--- src/rtl/i2p_pkg.sv ---
package i2p_pkg;

	// operator codes as held on the stack
	typedef enum logic [2:0] {
		OP_LPAREN = 3'd0,
		OP_ADD    = 3'd1,
		OP_SUB    = 3'd2,
		OP_MUL    = 3'd3,
		OP_DIV    = 3'd4,
		OP_POW    = 3'd5
	} op_code_t;

	// character classes of an input item
	typedef enum logic [2:0] {
		CLS_OPERAND,
		CLS_OPEN,
		CLS_CLOSE,
		CLS_OPER,
		CLS_OTHER
	} char_cls_t;

	// sequencer states
	typedef enum logic [2:0] {
		ST_IDLE,
		ST_EXEC,
		ST_POP_OP,
		ST_POP_CLOSE,
		ST_FLUSH,
		ST_BARE
	} state_t;

	// ascii characters
	localparam logic [7:0] CH_LPAREN  = 8'h28;
	localparam logic [7:0] CH_RPAREN  = 8'h29;
	localparam logic [7:0] CH_MUL     = 8'h2A;
	localparam logic [7:0] CH_ADD     = 8'h2B;
	localparam logic [7:0] CH_SUB     = 8'h2D;
	localparam logic [7:0] CH_DIV     = 8'h2F;
	localparam logic [7:0] CH_POW     = 8'h5E;
	localparam logic [7:0] CH_DIGIT_0 = 8'd48;
	localparam logic [7:0] CH_DIGIT_9 = 8'd57;
	localparam logic [7:0] CH_UPPER_A = 8'd65;
	localparam logic [7:0] CH_UPPER_Z = 8'd90;
	localparam logic [7:0] CH_LOWER_A = 8'd97;
	localparam logic [7:0] CH_LOWER_Z = 8'd122;
	localparam logic [7:0] CH_NONE    = 8'd0;

	// stack command from the sequencer
	typedef struct packed {
		logic     push;
		logic     pop;
		op_code_t code;
	} stk_cmd_t;

	// stack status towards the sequencer
	typedef struct packed {
		logic     empty;
		logic     full;
		logic     ops_zero;
		logic     ops_one;
		logic     paren_zero;
		op_code_t top;
	} stk_stat_t;

	// one result item from the sequencer
	typedef struct packed {
		logic       valid;
		logic [7:0] data;
		logic       has_char;
		logic       last;
	} emit_t;

	function automatic char_cls_t classify(logic [7:0] c);
		char_cls_t cls;
		if ((c >= CH_UPPER_A && c <= CH_UPPER_Z) || (c >= CH_LOWER_A && c <= CH_LOWER_Z) ||
			(c >= CH_DIGIT_0 && c <= CH_DIGIT_9)) begin
			cls = CLS_OPERAND;
		end else if (c == CH_LPAREN) begin
			cls = CLS_OPEN;
		end else if (c == CH_RPAREN) begin
			cls = CLS_CLOSE;
		end else if (c == CH_ADD || c == CH_SUB || c == CH_MUL || c == CH_DIV ||
			c == CH_POW) begin
			cls = CLS_OPER;
		end else begin
			cls = CLS_OTHER;
		end
		return cls;
	endfunction

	function automatic op_code_t char_to_code(logic [7:0] c);
		op_code_t code;
		case (c)
			CH_ADD:  code = OP_ADD;
			CH_SUB:  code = OP_SUB;
			CH_MUL:  code = OP_MUL;
			CH_DIV:  code = OP_DIV;
			CH_POW:  code = OP_POW;
			default: code = OP_LPAREN;
		endcase
		return code;
	endfunction

	function automatic logic [1:0] op_prec(op_code_t code);
		logic [1:0] p;
		case (code)
			OP_ADD, OP_SUB: p = 2'd1;
			OP_MUL, OP_DIV: p = 2'd2;
			OP_POW:         p = 2'd3;
			default:        p = 2'd0;
		endcase
		return p;
	endfunction

	function automatic logic [7:0] code_to_char(op_code_t code);
		logic [7:0] c;
		case (code)
			OP_ADD:  c = CH_ADD;
			OP_SUB:  c = CH_SUB;
			OP_MUL:  c = CH_MUL;
			OP_DIV:  c = CH_DIV;
			OP_POW:  c = CH_POW;
			default: c = CH_LPAREN;
		endcase
		return c;
	endfunction

endpackage

--- src/rtl/infix_to_postfix_converter.sv ---
// Infix to postfix converter (shunting yard). Characters of an infix expression
// come in one item at a time on s_*; the postfix form leaves on m_*. Letters and
// digits pass through, operators go over a stack held in a synchronous RAM of
// STACK_DEPTH entries (precedence ^ over * / over + -, all left-associative),
// and s_tlast on the final character flushes the stack; the final result of an
// expression carries m_tlast, and a bare marker (m_tuser low, char 0) is sent if
// that expression step gave nothing else. Other characters are dropped. An
// unmatched ')' or a push onto a full stack sets a sticky error bit, cleared only
// by reset. Sequence: an item is taken in ST_IDLE and decoded in ST_EXEC in the
// next cycle; an operator then pops each stacked operator of equal or higher
// precedence, one RAM pop per cycle while the output is free, and is pushed; a
// ')' pops the operators above its '(' and then the '(' itself. With s_tlast the
// flush pops every stacked entry, sending operators and dropping '(', and a bare
// marker follows if needed; output back-pressure stalls each emitting step.
module infix_to_postfix_converter #(
	parameter int STACK_DEPTH = 16
) (
	input  logic        clk,
	input  logic        arst_n,
	input  logic        s_tvalid,
	output logic        s_tready,
	input  logic [7:0]  s_tdata,   // char_in[7:0]
	input  logic        s_tlast,   // end_of_expr
	output logic        m_tvalid,
	input  logic        m_tready,
	output logic [15:0] m_tdata,   // char_out[7:0], error[8], zero[15:9]
	output logic        m_tuser,   // has_char
	output logic        m_tlast    // last_of_expr
);

	import i2p_pkg::*;

	logic [7:0] char_q;
	logic       end_q;
	logic       err_q;
	logic       out_free;
	logic       err_set;
	stk_cmd_t   cmd;
	stk_stat_t  stat;
	emit_t      emit;
	logic       m_tvalid_q;
	logic [7:0] out_char_q;
	logic       out_err_q;
	logic       out_has_q;
	logic       out_last_q;

	assign out_free = !m_tvalid_q || m_tready;

	i2p_ctrl u_ctrl (
		.clk     (clk),
		.arst_n  (arst_n),
		.in_valid(s_tvalid),
		.char_q  (char_q),
		.end_q   (end_q),
		.out_free(out_free),
		.stat    (stat),
		.in_ready(s_tready),
		.cmd     (cmd),
		.emit    (emit),
		.err_set (err_set)
	);

	i2p_stack #(
		.DEPTH(STACK_DEPTH)
	) u_stack (
		.clk   (clk),
		.arst_n(arst_n),
		.cmd   (cmd),
		.stat  (stat)
	);

	// input item capture
	always_ff @(posedge clk) begin
		if (s_tvalid && s_tready) begin
			char_q <= s_tdata;
			end_q  <= s_tlast;
		end
	end

	// sticky error
	always_ff @(posedge clk or negedge arst_n) begin
		if (!arst_n) begin
			err_q <= 1'b0;
		end else if (err_set) begin
			err_q <= 1'b1;
		end
	end

	// output register
	always_ff @(posedge clk or negedge arst_n) begin
		if (!arst_n) begin
			m_tvalid_q <= 1'b0;
		end else if (emit.valid) begin
			m_tvalid_q <= 1'b1;
		end else if (m_tready) begin
			m_tvalid_q <= 1'b0;
		end
	end

	always_ff @(posedge clk) begin
		if (emit.valid) begin
			out_char_q <= emit.data;
			out_err_q  <= err_q;
			out_has_q  <= emit.has_char;
			out_last_q <= emit.last;
		end
	end

	assign m_tvalid = m_tvalid_q;
	assign m_tdata  = {7'b0, out_err_q, out_char_q};
	assign m_tuser  = out_has_q;
	assign m_tlast  = out_last_q;

endmodule

--- src/rtl/i2p_ram.sv ---
module i2p_ram #(
	parameter int WIDTH = 3,
	parameter int DEPTH = 16
) (
	input  logic                     clk,
	input  logic                     wr_en,
	input  logic [$clog2(DEPTH)-1:0] wr_addr,
	input  logic [WIDTH-1:0]         wr_data,
	input  logic                     rd_en,
	input  logic [$clog2(DEPTH)-1:0] rd_addr,
	output logic [WIDTH-1:0]         rd_data
);

	logic [WIDTH-1:0] mem [DEPTH];

	// one write port, one registered read port
	always_ff @(posedge clk) begin
		if (wr_en) begin
			mem[wr_addr] <= wr_data;
		end
		if (rd_en) begin
			rd_data <= mem[rd_addr];
		end
	end

endmodule

--- src/rtl/i2p_stack.sv ---
module i2p_stack #(
	parameter int DEPTH = 16
) (
	input  logic              clk,
	input  logic              arst_n,
	input  i2p_pkg::stk_cmd_t cmd,
	output i2p_pkg::stk_stat_t stat
);

	import i2p_pkg::*;

	localparam int AW = $clog2(DEPTH);
	localparam int CW = $clog2(DEPTH + 1);

	logic [CW-1:0] count_q;
	logic [CW-1:0] ops_q;
	logic [CW-1:0] paren_q;
	op_code_t      top_q;
	logic          top_sel_q;
	logic [2:0]    rd_data;
	logic [AW-1:0] rd_addr;
	op_code_t      top;

	// the entry below the top is fetched while the top is popped
	assign rd_addr = AW'(count_q - CW'(2));
	assign top     = top_sel_q ? op_code_t'(rd_data) : top_q;

	i2p_ram #(
		.WIDTH(3),
		.DEPTH(DEPTH)
	) u_ram (
		.clk    (clk),
		.wr_en  (cmd.push),
		.wr_addr(count_q[AW-1:0]),
		.wr_data(cmd.code),
		.rd_en  (cmd.pop),
		.rd_addr(rd_addr),
		.rd_data(rd_data)
	);

	// depth and per-kind counts, cached top of stack
	always_ff @(posedge clk or negedge arst_n) begin
		if (!arst_n) begin
			count_q   <= '0;
			ops_q     <= '0;
			paren_q   <= '0;
			top_sel_q <= 1'b0;
		end else if (cmd.push) begin
			count_q   <= count_q + CW'(1);
			top_sel_q <= 1'b0;
			if (cmd.code == OP_LPAREN) begin
				paren_q <= paren_q + CW'(1);
			end else begin
				ops_q <= ops_q + CW'(1);
			end
		end else if (cmd.pop) begin
			count_q   <= count_q - CW'(1);
			top_sel_q <= 1'b1;
			if (top == OP_LPAREN) begin
				paren_q <= paren_q - CW'(1);
			end else begin
				ops_q <= ops_q - CW'(1);
			end
		end
	end

	always_ff @(posedge clk) begin
		if (cmd.push) begin
			top_q <= cmd.code;
		end
	end

	// status
	always_comb begin
		stat.empty      = (count_q == '0);
		stat.full       = (count_q == CW'(DEPTH));
		stat.ops_zero   = (ops_q == '0);
		stat.ops_one    = (ops_q == CW'(1));
		stat.paren_zero = (paren_q == '0);
		stat.top        = top;
	end

endmodule

--- src/rtl/i2p_ctrl.sv ---
module i2p_ctrl (
	input  logic               clk,
	input  logic               arst_n,
	input  logic               in_valid,
	input  logic [7:0]         char_q,
	input  logic               end_q,
	input  logic               out_free,
	input  i2p_pkg::stk_stat_t stat,
	output logic               in_ready,
	output i2p_pkg::stk_cmd_t  cmd,
	output i2p_pkg::emit_t     emit,
	output logic               err_set
);

	import i2p_pkg::*;

	state_t    state_q;
	state_t    state_d;
	state_t    after_item;
	char_cls_t cls;
	op_code_t  code;
	logic      pop_op_ok;
	logic      emitted_q;

	assign cls        = classify(char_q);
	assign code       = char_to_code(char_q);
	assign pop_op_ok  = !stat.empty && (op_prec(stat.top) >= op_prec(code));
	assign after_item = end_q ? ST_FLUSH : ST_IDLE;

	// next state
	always_comb begin
		state_d = state_q;
		case (state_q)
			ST_IDLE: begin
				if (in_valid) begin
					state_d = ST_EXEC;
				end
			end
			ST_EXEC: begin
				case (cls)
					CLS_OPERAND: begin
						if (out_free) begin
							state_d = after_item;
						end
					end
					CLS_CLOSE: state_d = ST_POP_CLOSE;
					CLS_OPER:  state_d = ST_POP_OP;
					default:   state_d = after_item;
				endcase
			end
			ST_POP_OP: begin
				if (!pop_op_ok) begin
					state_d = after_item;
				end
			end
			ST_POP_CLOSE: begin
				if (stat.empty || stat.top == OP_LPAREN) begin
					state_d = after_item;
				end
			end
			ST_FLUSH: begin
				if (stat.empty) begin
					state_d = emitted_q ? ST_IDLE : ST_BARE;
				end
			end
			ST_BARE: begin
				if (out_free) begin
					state_d = ST_IDLE;
				end
			end
			default: state_d = ST_IDLE;
		endcase
	end

	// actions per state
	always_comb begin
		in_ready      = 1'b0;
		cmd.push      = 1'b0;
		cmd.pop       = 1'b0;
		cmd.code      = code;
		emit.valid    = 1'b0;
		emit.data     = code_to_char(stat.top);
		emit.has_char = 1'b1;
		emit.last     = 1'b0;
		err_set       = 1'b0;
		case (state_q)
			ST_IDLE: in_ready = 1'b1;
			ST_EXEC: begin
				case (cls)
					CLS_OPERAND: begin
						emit.valid = out_free;
						emit.data  = char_q;
						emit.last  = end_q && stat.ops_zero;
					end
					CLS_OPEN: begin
						cmd.code = OP_LPAREN;
						cmd.push = !stat.full;
						err_set  = stat.full;
					end
					CLS_CLOSE: err_set = stat.paren_zero;
					CLS_OPER:  err_set = stat.full && !pop_op_ok;
					default: begin
					end
				endcase
			end
			ST_POP_OP: begin
				if (pop_op_ok) begin
					emit.valid = out_free;
					cmd.pop    = out_free;
				end else begin
					cmd.push = !stat.full;
				end
			end
			ST_POP_CLOSE: begin
				if (!stat.empty) begin
					if (stat.top == OP_LPAREN) begin
						cmd.pop = 1'b1;
					end else begin
						emit.valid = out_free;
						emit.last  = end_q && stat.ops_one;
						cmd.pop    = out_free;
					end
				end
			end
			ST_FLUSH: begin
				if (!stat.empty) begin
					if (stat.top == OP_LPAREN) begin
						cmd.pop = 1'b1;
					end else begin
						emit.valid = out_free;
						emit.last  = stat.ops_one;
						cmd.pop    = out_free;
					end
				end
			end
			ST_BARE: begin
				emit.valid    = out_free;
				emit.data     = CH_NONE;
				emit.has_char = 1'b0;
				emit.last     = 1'b1;
			end
			default: begin
			end
		endcase
	end

	// state and per-item emitted flag
	always_ff @(posedge clk or negedge arst_n) begin
		if (!arst_n) begin
			state_q   <= ST_IDLE;
			emitted_q <= 1'b0;
		end else begin
			state_q <= state_d;
			if (in_ready && in_valid) begin
				emitted_q <= 1'b0;
			end else if (emit.valid) begin
				emitted_q <= 1'b1;
			end
		end
	end

endmodule

--- config.mk ---
export PLATFORM = sky130hd
export DESIGN_NAME = infix_to_postfix_converter
export DESIGN_NICKNAME = d
export VERILOG_FILES = /design/src/rtl/i2p_pkg.sv /design/src/rtl/infix_to_postfix_converter.sv /design/src/rtl/i2p_ram.sv /design/src/rtl/i2p_stack.sv /design/src/rtl/i2p_ctrl.sv
export SDC_FILE = /design/constraint.sdc
export NUM_CORES = 1
export LEC_CHECK = 0
export BUFFER_PORTS_ARGS = -buffer_cell sky130_fd_sc_hd__buf_2
export CAP_MARGIN = 10
export CORE_UTILIZATION = 55
export DETAILED_ROUTE_END_ITERATION = 10
export GPL_TIMING_DRIVEN = 0
export PLACE_DENSITY = 0.74
export SLEW_MARGIN = 20
export SYNTH_ARGS = -nofsm -noshare
export SYNTH_HDL_FRONTEND = slang
export SYNTH_SLANG_ARGS = --single-unit
--- constraint.sdc ---
create_clock -name clk -period 9.6 [get_ports clk]
set_input_delay 0.96 -clock clk [delete_from_list [all_inputs] [get_ports clk]]
set_output_delay 0.96 -clock clk [all_outputs]
set_load 0.05 [all_outputs]
==> results_dict.tcl <==
set metrics [dict create \
    status "finished, final reports clean" \
    place_congestion 0.853 \
    cts.root.buffer_cell "clkbuf_8" \
    ff2ff_path_depth 18 \
    io_pins 33 \
    grt_first_pass_wirelength_mm 15.1 \
    placementRows 33 \
    critPathLaunchType "flip-flop" \
    post-route-cell-area_um2 5350 \
    share_seq_of_total_power_pct 39.8 \
    drv.max_cap_violation_count 0 \
    worstSkewPairLatency_ps 380 \
    arrival_ps 4600 \
    avgRoutedWirePerCell_um 17.9 \
    required_ps 9880 \
    worst_slew_pin_slew_ps 795 \
    routed_wl_mm 9.42 \
    placement.io_buffers 25 \
    min_period_ps 4320 \
    ys_ff_latch 96 \
    design.final.nets 438 \
    place.detailed.instances 509 \
    quantity_of_gates_resized_following_cts 0 \
    die_h_um 95.8 \
    synth.largest_area_cell "edfxtp_1" \
    tritoncts_clock_tree "yes" \
    fmaxAchievable_mhz 231 \
    skew_ps 9.15 \
    rsz0062_at_grt "false" \
    final.setup.tns_ps 0 \
    dpl_worst_slack_ps 5360 \
    die_w_um 95.8 \
    rr_startpoint "char_q[4]" \
    post_layout_nonfiller_instances 525 \
    antenna_violating_nets_post_route 0 \
    global_route.usage.total_pct 22.9 \
    critPathCaptureType "flip-flop" \
    post_synth_most_frequent_cells "edfxtp_1 (74), nor2_1 (25), dfrtp_1 (22), nand2_1 (22), a21oi_1 (20)" \
    area_delta_synth_final_pct 10.4 \
    max-slew-margin-rel_pct 47.0 \
    dpl-instance-area_um2 5140 \
    synthMostInstantiatedCell "edfxtp_1" \
    design.die.area_um2 9180 \
    max-vdd-ir-drop_v 0.000115 \
    cts.hold.buffers_added 0 \
    drt_first_iter_violations 261 \
    cellLeakagePower_nw 1.93 \
    cts_setup_buffers 0 \
    p_comb_share_pct 42.5 \
    cts.sinks 96 \
    dp_hpwl_mm 6.73 \
    detailedRoute.firstPassIterationCount 4 \
    ys_warn_count 0 \
    synth-edff-count 74 \
    grt_remaining_overflow 0 \
    min_path_cells 1 \
    final_critical_path_setup_slack_ps 5280 \
    cts_made_buffers 9 \
    cp-startpoint "char_q[4]" \
    detail_route.drc_violations 0 \
    yosys_most_used_dff "edfxtp_1" \
    fillers 632 \
    synthDistinctLibCells 73 \
    standard_cell_core_area_um2 8380 \
    synthCells 371 \
    synth_seq_area_share_pct 57.3 \
    num_antenna_cells 0 \
    worst-setup-path-type "flip-flop to flip-flop" \
    power_report.internal_total_mw 0.898 \
    initial_core_util_pct 57.8 \
    total_switching_power_mw 0.614 \
    clk_pin_slew_ps 100 \
    clock_power_share_pct 17.7 \
    final.hold.worst_slack_ps 478 \
    final_core_util_pct 63.8 \
    vias_in_the_first_global_route 3030 \
    grt_start_max_net_pins 23 \
    vias 3144 \
    switching_share_pct 40.6 \
    viasPerCell 5.99 \
    synthesis.area_per_instance_um2 13.1 \
    power.density_cell_area_nw_per_um2 283 \
    synth_largest_type_area_fraction_pct 45.9 \
    hold_path.startpoint "u_stack.paren_q[4]" \
    worstHoldPathType "flip-flop to flip-flop" \
    max-clock-path-buffers 2 \
    post-route-period-util_pct 45.1 \
    cts.htree.levels 3 \
    report.final.hold_viol_count 0 \
    layout-drive-gt1-share_pct 23.6 \
    power.total_mw 1.51 \
    synthArstFlopShare_pct 22.9 \
    grt_antenna_before_repair 0 \
    mappedNetlistArea_um2 4840 \
    setup-violations-final 0 \
    synth_area_leaders "edfxtp_1 (46%), dfrtp_1 (11%), mux4_2 (7.0%)" \
    final-max-slew-violation-count 0 \
    critPathMaxFanout 12 \
]
[registers in the layout, indices dropped and copies added, names as in the netlist, 3 cells and up]
signal	cells
u_stack.u_ram.rd_data	3
char_q	8
u_stack.paren_q	5
u_ctrl.state_q	3
u_stack.top_q	3
out_char_q	8
u_stack.u_ram.mem	48
u_stack.ops_q	5
u_stack.count_q	5
[routing by layer]
| metal | vias to the layer above | routed length [µm] | GRT usage, % |
|---|---|---|---|
| met5 | - | 0 | 0 |
| met3 | 22 | 515 | 4.50 |
| met2 | 114 | 4620 | 38.4 |
| li1 | 1491 | - | - |
| met4 | 0 | 255 | 11.4 |
| met1 | 1517 | 4030 | 28.3 |
[layout by cell type, fill, tap and decap left out, drive strengths merged, types with 4 or more instances in the layout]
cell and n:
a21oi 20, nand3 10, a22oi 4, nor2 28
buf 44, dfrtp 22, nor2b 4, xor2 5
edfxtp 74, conb 8, a21o 6, a31oi 4
o21ai 21, nor4 6, inv 15, nor3 14
a22o 4, xnor2 11, clkbuf 15, nand2 22
mux4 15, mux2i 4, ha 10, nand2b 7
[power by group through the flow]
stage	registers (mW)	logic [mW]	clock network, mW
after detailed placement	0.609	0.638	0
after global routing	0.613	0.703	0.286
after floorplan	0.653	0.458	0
final	0.601	0.643	0.268
after CTS	0.601	0.639	0.274
after global placement	0.606	0.616	0
[cell type report]
class | count | area [µm²] | area share, %
clock inverter | 7 | 78.8 | 1.47
buffer | 24 | 141 | 2.64
tap | 105 | 131 | 2.46
sequential | 96 | 2770 | 51.8
multi-input combinational | 248 | 1930 | 36.0
inverter | 10 | 40.0 | 0.749
timing repair buffer | 26 | 133 | 2.48
clock buffer | 9 | 124 | 2.32
[worst max-delay path: stages, from the launching register on]
cell and delay, ps:
edfxtp_1 500, nor4b_4 530, nand2_1 200, o21ai_0 230, a32oi_1 80, nor2_1 120
ha_1 230, nand2b_1 180, a21o_1 220, a21oi_1 270, o21a_1 190, buf_6 150
buf_4 220, xnor2_1 90, ha_1 240, or3_1 320, a21oi_1 180, a21oi_1 100
xnor2_1 150
[kinds of logic (layout without fill, tap and decap cells)]
logic type                 after synthesis  in the layout  synth area share [%]
AOI/OAI and AO/OA                       78             78                  11.5
xor gates and xnor gates                16             16                  2.89
adders and majority gates               10             10                  2.58
buffers and inverters                   34             76                  3.75
DFF                                     96             96                  57.3
muxes                                   22             22                  8.66
other                                    1              8                0.0774
and+or+nand+nor                        114            114                  13.3
[final timing paths]
kind | slack (ps) | endpoint
max | 5280 | u_stack.paren_q[4]
min | 480 | u_stack.paren_q[4]
max reg2reg | 5280 | u_stack.paren_q[4]
min reg2reg | 480 | u_stack.paren_q[4]
max in group asynchronous | 8700 | u_stack.paren_q[2]
min in group asynchronous | 550 | u_stack.count_q[3]
Power figures use the tool's default switching activity.
